[src/rtl/htft_pkg.sv]
// Shared constants, types and codes of the hot trace frequency table.
package htft_pkg;
   localparam int MaxTraceLen  = 64;
   localparam int TableEntries = 64;

   localparam int PcW        = 64;
   localparam int OutcomeW   = 3;
   localparam int IndexW     = 6;
   localparam int CountW     = 32;
   localparam int LengthW    = 7;
   localparam int LenW       = $clog2(MaxTraceLen + 1);
   localparam int PosW       = $clog2(MaxTraceLen);
   localparam int IdxW       = (TableEntries > 1) ? $clog2(TableEntries) : 1;
   localparam int StoreDepth = TableEntries * MaxTraceLen;
   localparam int StoreAddrW = $clog2(StoreDepth);

   typedef logic [OutcomeW-1:0] outcome_type;
   localparam outcome_type OUT_OPEN  = 3'd0;
   localparam outcome_type OUT_NEW   = 3'd1;
   localparam outcome_type OUT_MATCH = 3'd2;
   localparam outcome_type OUT_FULL  = 3'd3;
   localparam outcome_type OUT_LONG  = 3'd4;

   typedef enum logic [1:0] {
      CMD_OPEN   = 2'd0,
      CMD_LONG   = 2'd1,
      CMD_LOOKUP = 2'd2
   } cmd_kind_type;

   typedef struct packed {
      cmd_kind_type    kind;
      logic [PcW-1:0]  hash;
      logic [LenW-1:0] length;
   } cmd_type;

   typedef struct packed {
      logic            free_trace;
      logic [PosW-1:0] addr;
   } trace_rd_req_type;

   typedef struct packed {
      outcome_type        outcome;
      logic [IndexW-1:0]  entry_index;
      logic [CountW-1:0]  trace_count;
      logic [LengthW-1:0] trace_length;
   } result_type;

   typedef struct packed {
      logic [PcW-1:0]    hash;
      logic [LenW-1:0]   length;
      logic [CountW-1:0] count;
   } header_type;
endpackage

[src/rtl/htft_cmd_queue.sv]
// Two-entry command queue between the front end and the table engine.
module htft_cmd_queue (
   input  logic              clock,
   input  logic              reset,
   input  logic              push,
   input  htft_pkg::cmd_type cmd_in,
   output logic              full,
   input  logic              pop,
   output htft_pkg::cmd_type cmd_out,
   output logic              empty
);
   import htft_pkg::*;

   cmd_type    slots [2];
   logic       wr_ptr_ff, wr_ptr_in;
   logic       rd_ptr_ff, rd_ptr_in;
   logic [1:0] cnt_ff, cnt_in;
   logic       do_push, do_pop;

   assign full    = (cnt_ff == 2'd2);
   assign empty   = (cnt_ff == 2'd0);
   assign do_push = push && !full;
   assign do_pop  = pop && !empty;
   assign cmd_out = slots[rd_ptr_ff];

   always_comb begin
      wr_ptr_in = wr_ptr_ff ^ do_push;
      rd_ptr_in = rd_ptr_ff ^ do_pop;
      cnt_in    = cnt_ff + 2'(do_push) - 2'(do_pop);
   end

   always_ff @(posedge clock) begin
      if (reset) begin
         wr_ptr_ff <= 1'b0;
         rd_ptr_ff <= 1'b0;
         cnt_ff    <= '0;
      end else begin
         wr_ptr_ff <= wr_ptr_in;
         rd_ptr_ff <= rd_ptr_in;
         cnt_ff    <= cnt_in;
      end
   end

   always_ff @(posedge clock) begin
      if (do_push) begin
         slots[wr_ptr_ff] <= cmd_in;
      end
   end
endmodule

[config.mk]
export PLATFORM = sky130hd
export DESIGN_NAME = htft_cmd_queue
export DESIGN_NICKNAME = d
export VERILOG_FILES = /design/src/rtl/htft_pkg.sv /design/src/rtl/htft_cmd_queue.sv
export SDC_FILE = /design/constraint.sdc
export NUM_CORES = 1
export LEC_CHECK = 0
export BUFFER_PORTS_ARGS = -buffer_cell sky130_fd_sc_hd__buf_4
export CELL_PAD_IN_SITES_DETAIL_PLACEMENT = 0
export CELL_PAD_IN_SITES_GLOBAL_PLACEMENT = 1
export CORE_ASPECT_RATIO = 0.9
export CORE_UTILIZATION = 44
export DETAILED_ROUTE_END_ITERATION = 8
export GPL_TIMING_DRIVEN = 1
export HOLD_SLACK_MARGIN = 0.1
export PLACE_DENSITY_LB_ADDON = 0.1
export SYNTH_ARGS = -nofsm -noshare
export SYNTH_HDL_FRONTEND = slang
export SYNTH_SLANG_ARGS = --single-unit
[constraint.sdc]
create_clock -name clock -period 3.2 [get_ports clock]
set_input_delay 0 -clock clock [delete_from_list [all_inputs] [get_ports clock]]
set_output_delay 0 -clock clock [all_outputs]
set_load 0.02 [all_outputs]
== After elaboration in Yosys (flattened, before gate mapping) ==
Memory sizes are Yosys's and may differ from the RTL's. A register that Yosys moved wholly into a read port is not among the register bits.
Index checks and enable logic that the tools add are counted.

* Flip-flop bits (word level): 4
* Word-level logic and storage cells: 17
* Bits in writable memories: 146
* Output and inout port bits: 75
* Input port bits: 77
* Memories: 1

{| class="wikitable"
|+ Memory list
! name !! words !! bits a word !! read ports !! clocked after memory_dff !! wr ports !! RTL line !! RTL
|-
| slots || 2 || 73 || 1 || 1 || 1 || htft_cmd_queue.sv:14 || <nowiki>cmd_type slots [2];</nowiki>
|}

* Eq/ne operators: 1
* Multiplexer cells: 3
* Reductions and logical operators: 5
* $add $sub $neg: 2
* Bitwise gates (word level): 2

{| class="wikitable"
|+ Operators with widths
! operator !! count
|-
| two-way mux 1 bit || 3
|-
| adder 2 x 1 -> 2 bit || 1
|-
| == test 2 bit (second input constant) || 1
|-
| logical AND 1 bit || 2
|-
| logical NOT 1 bit || 2
|-
| logical NOT 2 bit || 1
|-
| subtractor 2 x 1 -> 2 bit || 1
|-
| bitwise XOR 1 bit || 2
|}

== Logic depth before layout (Yosys ltp) ==
* Depth in word-level cells: 5
* Mapped depth: 7
* Gate-level depth less buffers: 7

== Least setup slack after synthesis ==
No wires, ideal clock.

* Path type: register to register
* From: register cnt_ff[0]
* To: memory slots[1][0] (netlist name) (enable)
* Data arrival time: 2386 ps
* Path buffers: 0
* Data required time: 2761 ps
* Setup time: 439 ps
* Stages on the path, launching flop included: 4
* Setup slack: 375 ps
* Period minus slack after synthesis: 2825 ps
* Cells stage by stage: dfxtp_1 nand2b_1 and2_1 ha_1

* Word-level cells in the longest chain between the ends: 5

{| class="wikitable"
|+ Ends and longest elaborated chain
! element !! RTL line !! RTL
|-
| from (decl) || htft_cmd_queue.sv:17 || <nowiki>logic [1:0] cnt_ff, cnt_in;</nowiki>
|-
| from (signal assigned) || htft_cmd_queue.sv:40 || <nowiki>cnt_ff <= cnt_in;</nowiki>
|-
| == test 2 bit || htft_cmd_queue.sv:20 || <nowiki>assign full = (cnt_ff == 2'd2);</nowiki>
|-
| logical NOT 1 bit || htft_cmd_queue.sv:22 || <nowiki>assign do_push = push && !full;</nowiki>
|-
| logical AND 1 bit || htft_cmd_queue.sv:22 ||
|-
| two-way mux 1 bit || htft_cmd_queue.sv:45 || <nowiki>if (do_push) begin</nowiki>
|-
| two-way mux 1 bit (not written as such) || htft_cmd_queue.sv:46 || <nowiki>slots[wr_ptr_ff] <= cmd_in;</nowiki>
|-
| to (decl) || htft_cmd_queue.sv:14 ||
|}

Every way passes these cells.

==> impl_metrics.toml <==
[status]
outcome = "complete, no violations"

[cts]
cts_resized = 0
clock-sinks = 150
cts.root.buffer_cell = "sky130_fd_sc_hd__clkbuf_16"
bufs_on_longest_clock_path = 2
cts_inserted_buffers = 17
h_tree_level_count = 4
post-cts-setup-buffers = 0
clk_pin_slew_ns = 0.05
clock_latency_ns = 0.41
cts_tree = "done"

[worst_setup_path]
crit_chain = "mux2_2 -> buf_4"
crit_start = "rd_ptr_ff$_SDFF_PP0_"
critical_path_required_ns = 3.20
worst_path_slowest_cell = "sky130_fd_sc_hd__dfxtp_4"
r2r-start = "cnt_ff[0]$_SDFF_PP0_"
timing.critical_path.buf_inv = 1
worst_path_largest_cell_delay_ns = 1.01
worstSetupStartpointType = "flop"
critical_path.endpoint_type = "primary output"
r2r_setup_slack_ns = 1.30
path_max_fanout = 75
critical_path_class = "reg2out"
cpLargestDelayFamily = "flip-flops"
critical_r2r_capture = "slots[1][69]$_DFFE_PP_"
arrival_time_worst_endpoint_ns = 2.08
reg2regPathDepth = 4

[final_layout]
layout-drive-gt1-share_pct = 51.7
insertedDiodeCount = 0
layout.filler_cells = 833
fin_util_pct = 66.9
finalInstanceArea_mm2 = 0.00811
final_nets = 571
combined_area_of_the_multi_input_logic_cells_um2 = 982
syn2layout_area_growth_pct = 47.2
sequential_cell_area_mm2 = 0.00447

[die]
design.portCount = 152
core.rowCount = 38
die_h_um = 108
placeableCoreArea_mm2 = 0.0121
start_util_pct = 45.4
die_width_um = 120
design.die.area_mm2 = 0.0130

[global_route]
antenna_violations_before_repair = 0
grt_start_max_net_pins = 76
global_route.usage.total_pct = 16.7
grt_first_pass_wirelength_um = 15700
gr_overflow_total = 0
first_global_vias = 3235

[hold_path]
min_path_type = "in2reg"
min_delay_path_depth = 5
worst_hold_path.endpoint = "cnt_ff[1]$_SDFF_PP0_"
hold_path_startpoint = "push"

[synthesis]
syn-num-nets = 331
synthAdderAreaFrac_pct = 0.908
yosys.area_share.simple_pct = 0.795
synthesis.area_mm2 = 0.00551
yosys_warnings = 0
synth-seq-cells = 150
main_combinational_cell_family_by_area_after_synthesis = "multiplexers"
avgSynthCellArea_um2 = 22.0
synthCells = 250
netlist-cell-type-count = 14
synth-compound-area-share_pct = 0.136
synth_seq_area_share_pct = 81.0
yosys.area_share.xor_xnor_pct = 0.409
synthMuxAreaShare_pct = 15.1

[timing]
setup_skew_after_layout_ns = 0.00551
final.hold.worst_slack_ns = 0.210
fin_ws_ns = 1.12
post-route-min-period_ns = 2.08
rsz0062_at_grt = "no"
max_slew.worst_pin.slew_ns = 1.02
relSlewSlack_pct = 31.8
crit_share_post_route_pct = 64.9
max_slew_violation_count = 0
max_freq_ghz = 0.481
post_route_setup_tns_ns = 0
final_hold_viol_count = 0
setup_viol = 0

[route]
route.final.wire_length_um = 10300
routed_via_density = 4.64
drtAntennaViolNets = 0
drt_first_iter_violations = 126
drt_pass1_iterations = 4
drc = 0
total_via_count_in_the_routed_design = 3075
wl_per_cell_um = 15.5

[pwr]
static-leakage-power_uw = 0.00305
power.density_cell_area_mw_per_mm2 = 738
ir_worst_vdd_v = 0.000430

[place]
worst_slack_at_placement_ns = 1.26
dpl-instance-area_mm2 = 0.00684
dp_hpwl_um = 6000
gp_congestion = 0.659
place.port_buffers = 151

[job]
cap_viol_max_count = 0
==> timing repair <==
item	CTS	global route
hold buffers	76	0
endpoints found under the setup margin	0	0
endpoints found under the hold margin	150	0
==> worst max path at each step <==
stage / end / slack, ns / depth (start not counted)
final: cmd_out[23] / 1.12 / 2
after floorplan: slots[1][0]$_DFFE_PP_ / 0.37 / 3
after CTS: cmd_out[23] / 1.10 / 2
after global placement: slots[1][19]$_DFFE_PP_ / 1.29 / 4
after detailed placement: slots[1][18]$_DFFE_PP_ / 1.26 / 4
after global routing: cmd_out[23] / 1.02 / 2
==> placed cells by master (no fill, tap or decap), types with 2 or more instances in the layout <==
cell type and count:
sky130_fd_sc_hd__nor2_1 4, sky130_fd_sc_hd__inv_1 3, sky130_fd_sc_hd__dlygate4sd3_1 76, sky130_fd_sc_hd__clkbuf_16 17, sky130_fd_sc_hd__ha_1 2, sky130_fd_sc_hd__buf_12 2
sky130_fd_sc_hd__nor2b_1 2, sky130_fd_sc_hd__mux2_2 74, sky130_fd_sc_hd__buf_4 151, sky130_fd_sc_hd__dfxtp_1 3, sky130_fd_sc_hd__clkinv_2 6, sky130_fd_sc_hd__clkinv_1 2
sky130_fd_sc_hd__clkinvlp_4 6, sky130_fd_sc_hd__ha_4 2, sky130_fd_sc_hd__edfxtp_1 146
==> tightest hold or removal path, cell delays in order <==
cell,delay (ns)
sky130_fd_sc_hd__buf_4,0.11
sky130_fd_sc_hd__nand2_1,0.06
sky130_fd_sc_hd__ha_1,0.17
sky130_fd_sc_hd__xnor3_1,0.20
sky130_fd_sc_hd__nor2_1,0.03
==> final cells by class <==
class / instances / share of cell area (%)
clock inverter: 15 / 1.13
sequential: 150 / 55.1
timing repair buffer: 229 / 23.8
clock buffer: 17 / 5.24
inverter: 3 / 0.139
multi-input combinational: 89 / 12.1
tap: 160 / 2.47
==> power breakdown <==
part / switching, µW / leakage, µW / internal (µW)
Sequential: 169 / 0.00140 / 2490
Clock: 734 / 0.000241 / 973
Combinational: 795 / 0.00142 / 820
==> flip-flops by register name, summed over array words and instances, names as in the netlist <==
name,flops
cnt_ff,2
rd_ptr_ff,1
slots,146
wr_ptr_ff,1
==> stage by stage <==
stage               total power (µW)  cells
global route                    6250    663
global placement                4240    555
detailed placement              4260    555
CTS                             6050    663
floorplan                       3620    250
finish                          5980    663
==> metal layers <==
| layer | wire length, µm | part of all wire, % | global-route usage (%) | vias to the layer above |
|---|---|---|---|---|
| met5 | 0 | 0 | 0 | - |
| met4 | 174 | 1.7 | 8.30 | 0 |
| met3 | 655 | 6.4 | 5.70 | 14 |
| met2 | 5160 | 50 | 27.8 | 103 |
| met1 | 4260 | 42 | 19.5 | 1488 |
| li1 | - | - | - | 1470 |
==> kinds of logic (layout without fill, tap and decap cells) <==
family / after synthesis / after routing
mux: 74 / 74
simple gates: 9 / 9
xor+xnor: 1 / 1
compound gates: 1 / 1
fa+ha+maj: 4 / 4
flops: 150 / 150
buf+inv: 11 / 264
==> Yosys cell counts <==
library cell               count  area share (%)
sky130_fd_sc_hd__edfxtp_1    146              80
sky130_fd_sc_hd__mux2_2       74              15
sky130_fd_sc_hd__buf_6         6             1.2
sky130_fd_sc_hd__dfxtp_1       4             1.5
sky130_fd_sc_hd__ha_1          4            0.91
sky130_fd_sc_hd__nor2_1        4            0.27
sky130_fd_sc_hd__inv_1         3            0.20
sky130_fd_sc_hd__buf_2         2            0.18
sky130_fd_sc_hd__nor2b_1       2            0.23
sky130_fd_sc_hd__and2_1        1            0.11
sky130_fd_sc_hd__nand2_1       1           0.068
sky130_fd_sc_hd__nand2b_1      1            0.11
sky130_fd_sc_hd__o21a_1        1            0.14
sky130_fd_sc_hd__xnor3_1       1            0.41
Note: power is estimated with default switching activity, not from simulation.
