--- src/rtl/htft_pkg.sv ---
// Shared constants, types and codes of the hot trace frequency table.
package htft_pkg;
   localparam int MaxTraceLen  = 64;
   localparam int TableEntries = 64;

   localparam int PcW        = 64;
   localparam int OutcomeW   = 3;
   localparam int IndexW     = 6;
   localparam int CountW     = 32;
   localparam int LengthW    = 7;
   localparam int LenW       = $clog2(MaxTraceLen + 1);
   localparam int PosW       = $clog2(MaxTraceLen);
   localparam int IdxW       = (TableEntries > 1) ? $clog2(TableEntries) : 1;
   localparam int StoreDepth = TableEntries * MaxTraceLen;
   localparam int StoreAddrW = $clog2(StoreDepth);

   typedef logic [OutcomeW-1:0] outcome_type;
   localparam outcome_type OUT_OPEN  = 3'd0;
   localparam outcome_type OUT_NEW   = 3'd1;
   localparam outcome_type OUT_MATCH = 3'd2;
   localparam outcome_type OUT_FULL  = 3'd3;
   localparam outcome_type OUT_LONG  = 3'd4;

   typedef enum logic [1:0] {
      CMD_OPEN   = 2'd0,
      CMD_LONG   = 2'd1,
      CMD_LOOKUP = 2'd2
   } cmd_kind_type;

   typedef struct packed {
      cmd_kind_type    kind;
      logic [PcW-1:0]  hash;
      logic [LenW-1:0] length;
   } cmd_type;

   typedef struct packed {
      logic            free_trace;
      logic [PosW-1:0] addr;
   } trace_rd_req_type;

   typedef struct packed {
      outcome_type        outcome;
      logic [IndexW-1:0]  entry_index;
      logic [CountW-1:0]  trace_count;
      logic [LengthW-1:0] trace_length;
   } result_type;

   typedef struct packed {
      logic [PcW-1:0]    hash;
      logic [LenW-1:0]   length;
      logic [CountW-1:0] count;
   } header_type;
endpackage

--- src/rtl/htft_front.sv ---
// Front end: accepts commits, builds the open trace and classifies each commit.
module htft_front (
   input  logic                      clock,
   input  logic                      reset,
   input  logic                      push,
   output logic                      full,
   input  logic [htft_pkg::PcW-1:0]  req_pc,
   input  logic                      req_is_control,
   input  logic [htft_pkg::PcW-1:0]  req_target,
   output logic                      cmd_push,
   output htft_pkg::cmd_type         cmd_data,
   input  logic                      cmd_full,
   input  htft_pkg::trace_rd_req_type rd_req,
   output logic [htft_pkg::PcW-1:0]  rd_data
);
   import htft_pkg::*;

   logic [LenW-1:0] len_ff, len_in;
   logic [PcW-1:0]  hash_ff, hash_in;
   logic            ovf_ff, ovf_in;
   logic            busy_ff, busy_in;
   logic [PcW-1:0]  open_pcs [MaxTraceLen];
   logic [PcW-1:0]  rd_data_ff;

   logic            accept, has_room, closes;
   logic [LenW-1:0] new_len;
   logic            new_ovf;
   logic [PcW-1:0]  new_hash;

   assign full     = busy_ff || cmd_full;
   assign accept   = push && !full;
   assign has_room = len_ff < LenW'(MaxTraceLen);
   assign new_len  = has_room ? len_ff + LenW'(1) : len_ff;
   assign new_ovf  = ovf_ff || !has_room;
   assign new_hash = hash_ff ^ req_pc;
   assign closes   = req_is_control && (req_target < req_pc);
   assign rd_data  = rd_data_ff;
   assign cmd_push = accept;

   always_comb begin
      cmd_data.hash   = new_hash;
      cmd_data.length = new_len;
      if (!closes) begin
         cmd_data.kind = CMD_OPEN;
      end else if (new_ovf) begin
         cmd_data.kind = CMD_LONG;
      end else begin
         cmd_data.kind = CMD_LOOKUP;
      end
   end

   always_comb begin
      len_in  = len_ff;
      hash_in = hash_ff;
      ovf_in  = ovf_ff;
      busy_in = busy_ff;
      if (rd_req.free_trace) begin
         busy_in = 1'b0;
      end
      if (accept) begin
         if (closes) begin
            len_in  = '0;
            hash_in = '0;
            ovf_in  = 1'b0;
            busy_in = (cmd_data.kind == CMD_LOOKUP);
         end else begin
            len_in  = new_len;
            hash_in = new_hash;
            ovf_in  = new_ovf;
         end
      end
   end

   always_ff @(posedge clock) begin
      if (reset) begin
         len_ff  <= '0;
         hash_ff <= '0;
         ovf_ff  <= 1'b0;
         busy_ff <= 1'b0;
      end else begin
         len_ff  <= len_in;
         hash_ff <= hash_in;
         ovf_ff  <= ovf_in;
         busy_ff <= busy_in;
      end
   end

   always_ff @(posedge clock) begin
      if (accept && has_room) begin
         open_pcs[len_ff[PosW-1:0]] <= req_pc;
      end
      rd_data_ff <= open_pcs[rd_req.addr];
   end
endmodule

--- config.mk ---
export PLATFORM = sky130hd
export DESIGN_NAME = htft_front
export DESIGN_NICKNAME = d
export VERILOG_FILES = /design/src/rtl/htft_pkg.sv /design/src/rtl/htft_front.sv
export SDC_FILE = /design/constraint.sdc
export NUM_CORES = 2
export LEC_CHECK = 0
export BUFFER_PORTS_ARGS = -buffer_cell sky130_fd_sc_hd__buf_4
export CAP_MARGIN = 10
export CORE_AREA = 2 2 571 573
export DETAILED_ROUTE_END_ITERATION = 12
export DIE_AREA = 0 0 573 575
export PLACE_DENSITY = 0.65
export RECOVER_POWER = 100
export SETUP_SLACK_MARGIN = 0.02
export SYNTH_ARGS = -nofsm -noshare
export SYNTH_HDL_FRONTEND = slang
export SYNTH_SLANG_ARGS = --single-unit
export TNS_END_PERCENT = 5
--- constraint.sdc ---
create_clock -name clock -period 8.8 [get_ports clock]
set_input_delay 1.76 -clock clock [delete_from_list [all_inputs] [get_ports clock]]
set_output_delay 1.76 -clock clock [all_outputs]
set_load 0.1 [all_outputs]
; ---- Word level (Yosys, flattened, before mapping)
; Memory sizes are Yosys's and may differ from the RTL's. A register that Yosys moved wholly into a read port is not among the register bits.
; Index checks and enable logic that the tools add are counted.
[op_classes]
n_addsub = 1
n_lt_le_gt_ge = 2
n_eq_ne = 1
mux = 11
n_bitwise = 1
reduce_logical = 7
[op_table]
columns = op, count
row1 = $lt A64 B64 Y1, 1
row2 = $mux W64, 1
row3 = $xor A64 B64 Y64, 1
row4 = $mux W7, 2
row5 = $add A7 B1 Y7 const B, 1
row6 = $lt A7 B7 Y1 const B, 1
row7 = $mux W1, 6
row8 = $mux W2, 2
row9 = $logic_and A1 B1 Y1, 3
row10 = $eq A2 B2 Y1 const B, 1
row11 = $logic_not A1 Y1, 2
row12 = $logic_or A1 B1 Y1, 2
[totals]
register_bits = 73
mem_bits_rw = 4096
inputBits = 140
output_inout_bits = 139
wordCells = 28
memories = 1
[memory_table]
columns = memory, words, word_bits, rd, rd_ports_with_merged_regs, wr, line
row1 = open_pcs, 64, 64, 1, 1, 1, htft_front.sv:22  ; logic [PcW-1:0] open_pcs [MaxTraceLen];

; ---- Depth between registers and ports, before layout
[depth]
ltp_word = 8
depth_mapped = 11
ltp_nobuf = 9

; ---- Worst setup path before layout
; No wires, ideal clock.
[synth_timing]
path_type = input port to output port
startpoint = input req_pc[46] (netlist name)
endpoint = output cmd_data[72] (netlist name)
t_arrival_ns = 5.969
t_required_ns = 7.040
setup_slack_ns = 1.071
cell_stages = 8
n_path_buf = 0
cell_sequence = inv_1 -> ha_1 -> a21oi_1 -> nand2_1 -> a221oi_1 -> o2111ai_1 -> or3_1 -> nor4_1
[synth_lines]
columns = element, line
row1 = "start, declared", htft_front.sv:7  ; input logic [htft_pkg::PcW-1:0] req_pc,
row2 = "end, declared", htft_front.sv:11  ; output htft_pkg::cmd_type cmd_data,

; ---- Worst setup path after layout
[layout_timing]
startpoint = input cmd_full
endpoint = memory open_pcs[15][2], enable pin
[layout_between]
elab_chain_cells = 6
[layout_rtl]
columns = element, line
row1 = "start, declared", htft_front.sv:12  ; input logic cmd_full,
row2 = $logic_or A1 B1 Y1, htft_front.sv:30  ; assign full = busy_ff || cmd_full;
row3 = $logic_not A1 Y1, htft_front.sv:31  ; assign accept = push && !full;
row4 = $logic_and A1 B1 Y1, htft_front.sv:31
row5 = $logic_and A1 B1 Y1, htft_front.sv:89  ; if (accept && has_room) begin
row6 = $mux W1, htft_front.sv:89
row7 = $mux W1 (not written as such), htft_front.sv:90  ; open_pcs[len_ff[PosW-1:0]] <= req_pc;
row8 = "end, declared", htft_front.sv:22
; Every way passes these cells.

==> out/summary.md <==
For this run, design rule violations remaining after detail routing come to 0. The synthesized netlist contains 46 unique library cells. The largest driver fanout on the critical path was 47.

Leaving out fill and tap cells, the most frequent cell in the layout is edfxtp_1. At the end of routability-driven placement, the weighted congestion stood at 0.833. The logs give 329,000 um2 for the floorplan die area and 0.0779 ns for the largest clock skew in the final design. The cell chosen for the clock root was clkbuf_16.

The worst ir drop on vdd was 169 uV. In this run, synthesis inferred 4,096 flip-flops with an integrated enable. Across the run, the number of max-cap violations was 188. The flow ran to the end, but the final reports show violations.

Before CTS, the worst setup slack after placement is 1.42 ns. The die is 575 um tall. At the worst endpoint, the arrival time is 8.36 ns. Using the TritonRoute via totals, the vias-per-cell ratio works out to 6.58.

The worst-margin pin slew is 4.77 ns, and the netlist area before placement is 161,000 um2. The first global-routing pass estimated 619,000 um of wire. The average wire per standard cell is 38.9 um, and the number of instances in the synthesized netlist is 6,390. Row generation in the floorplan step produced 209 rows. Setup violations remaining at the end of the flow were counted as 0. The number of antenna violations at the first check in global routing came out at 18.

The endpoint kind of the worst setup timing path was a register. The starting density of the core was 49.7%. For this run, the top clock speed supported by timing is 127 MHz. The average cell area after synthesis is 25.2 um2, and the number of sinks driven by the clock tree is 4,233.

At the end of the flow, the number of nets in the layout was 7,154. After clock tree synthesis, the clock-pin slew on the worst setup and hold paths is 0.06 ns. The number of buffers inserted by post-CTS setup repair is 0, and the buffer levels on the longest clock path is 4.

The most used flip-flop cell after synthesis is edfxtp_1. For the count of yosys warnings during synthesis, the log shows 0. TritonCTS built the clock tree. The checks that failed: capacitance limit, slew limit.

The worst slew margin relative to its limit came out at -218%. Gates resized during post-CTS repair numbered 0. The run gives 6,056 as the number of slew-limit violations in the final report. The via count of the first global-routing pass came out at 75,300. The final wirelength is 453,000 um. The first detailed-routing pass took 5 iterations. After legalization and detailed placement, the total HPWL measured 225,000 um. The detail route stage leaves a number of antenna-violating nets equal to 0.

The run gives 0 as the number of hold violations in the final report. The critical path is of the input pin to register type. In the global route stage, overall resource usage came out at 27.3%. In this run the tool buffered the top-level ports with 278 buffer cells. For this design the ratio of total power to cell area is 238 nW/um2. After synthesis, flip-flops and latches occupy 78.2% of the total area. The flip-flop and latch count after synthesis was 4,233; the total leakage power was 56.6 nW. The tools report the setup TNS as 0 ns.

Setup repair after global routing left no endpoint under its margin. Width of the die: 573 um. The final route contains 76,600 vias. H-tree depth reported by CTS: 5. For the worst-skew pair, the clock arrives at the later sink with an insertion delay of 0.98 ns. The pin count of the biggest net entering global routing is 138, and the fraction of the cycle the final worst path needs is 89.6%. The smallest clock period supported by the final layout is computed as 7.89 ns.

The TritonCTS buffer count was 421. The library cells used most frequently in the layout, excluding fill and tap cells, are edfxtp_1 (4,096), mux4_2 (1,344), clkbuf_16 (428). In this run the standard cell core region covers 323,000 um2. The net count of the mapped netlist is 6,594, and the area growth from synthesis to final layout is 13.1%. The hold-fix buffer count after cts was 0; the total placed instance area was 170,000 um2. The post-route cell area was 182,000 um2; the share of synthesized registers carrying an async set or reset was 0%. In this run the worst hold path is classified as register to register. Hold is met by 0.492 ns. The fraction of layout cells with a size suffix above 1 was 29.9%; the number of placed I/O pins was 279. The tools report the required arrival time at the worst endpoint as 9.28 ns.

Summed over all layers, the global routing overflow is 0. The startpoint type of the worst setup path is an input pin. Once routing completed, OpenROAD measured the worst setup slack at 0.913 ns. In this run, the number of DRC markers left after iteration 0 of detailed routing was 12,000.
through the flow:
stage	cells	power [mW]	utilization [%]
after detailed placement	10900	25.2	52.5
after floorplan	6390	24.3	-
after CTS	11600	43.5	56.9
after global routing	11600	44.3	56.3
final	11600	43.2	56.3
after global placement	10900	25.2	52.5
where the power goes:
| group | switching (mW) | leakage [nW] | internal, mW | total [mW] |
|---|---|---|---|---|
| sequential | 0.0397 | 38.0 | 22.2 | 22.2 |
| combinational | 1.66 | 11.7 | 0.813 | 2.47 |
| clock | 7.78 | 6.93 | 10.7 | 18.5 |
| total | 9.48 | 56.6 | 33.7 | 43.2 |
worst max-delay path: stages:
cell and delay, ns:
clkbuf_4 0.11, nor2_1 0.14, nand2_1 0.23, nor3b_1 0.45, nand3_1 0.57, nor2_1 2.55
clkbuf_2 2.16
worst paths after layout:
path / startpoint / end / slack, ns / cells past startpoint
max: cmd_full / open_pcs[15][2]$_DFFE_PP_ / 0.91 / 7
max reg2reg: busy_ff$_SDFF_PP0_ / open_pcs[15][2]$_DFFE_PP_ / 1.40 / 6
min: hash_ff[10]$_SDFFE_PP0P_ / hash_ff[10]$_SDFFE_PP0P_ / 0.49 / 1
min reg2reg: hash_ff[10]$_SDFFE_PP0P_ / hash_ff[10]$_SDFFE_PP0P_ / 0.49 / 1
routing by layer:
metal	part of all wire, %	wire [um]	GRT usage, %	vias to the layer above
li1	-	-	-	29000
met1	38	172000	39.0	42200
met2	48	216000	43.3	4709
met3	10	45400	4.59	748
met4	4.2	19000	9.17	6
met5	0.031	140	0	-
synthesized netlist by cell type (6+ instances only):
master    count  area [um2]
a21oi_1      28         140
a22o_1       69         604
buf_1        34         128
buf_2        80         400
buf_4        22         165
clkbuf_1    182         683
dfxtp_1     137        2740
edfxtp_1   4096      123000
ha_1         64         801
inv_1        68         255
mux4_2     1344       30300
nand2_1      32         120
nand3_1       9        45.0
nand4_1       9        56.3
nor2_1       77         289
nor2b_1       6        37.5
nor3_1        7        35.0
o21ai_0      13        65.1
xor2_1       65         569
logic make-up (layout without fill, tap and decap cells):
family,count (synthesis),count (layout),synth area share [%]
compound gates,131,131,0.608
xor+xnor,69,69,0.376
fa+ha+maj,64,64,0.498
buf+inv,389,1306,1.04
flops,4233,4233,78.2
mux,1345,1345,18.8
other cells,0,12,0
simple gates,159,159,0.454
area by class of cell:
cell class                 count  area [um2]
antenna                       12        30.0
fill                       23300      141000
sequential                  4233      126000
tap                         4325        5410
clock buffer                 521       11200
multi-input combinational   1768       33500
inverter                      68         255
clock inverter               259        3170
timing repair buffer         458        2630
state kept, by name (all words and copies together) (netlist names):
register  count
busy_ff       1
hash_ff      64
rd_data      64
open_pcs   4096
ovf_ff        1
len_ff        7
Power figures use the tool's default switching activity.
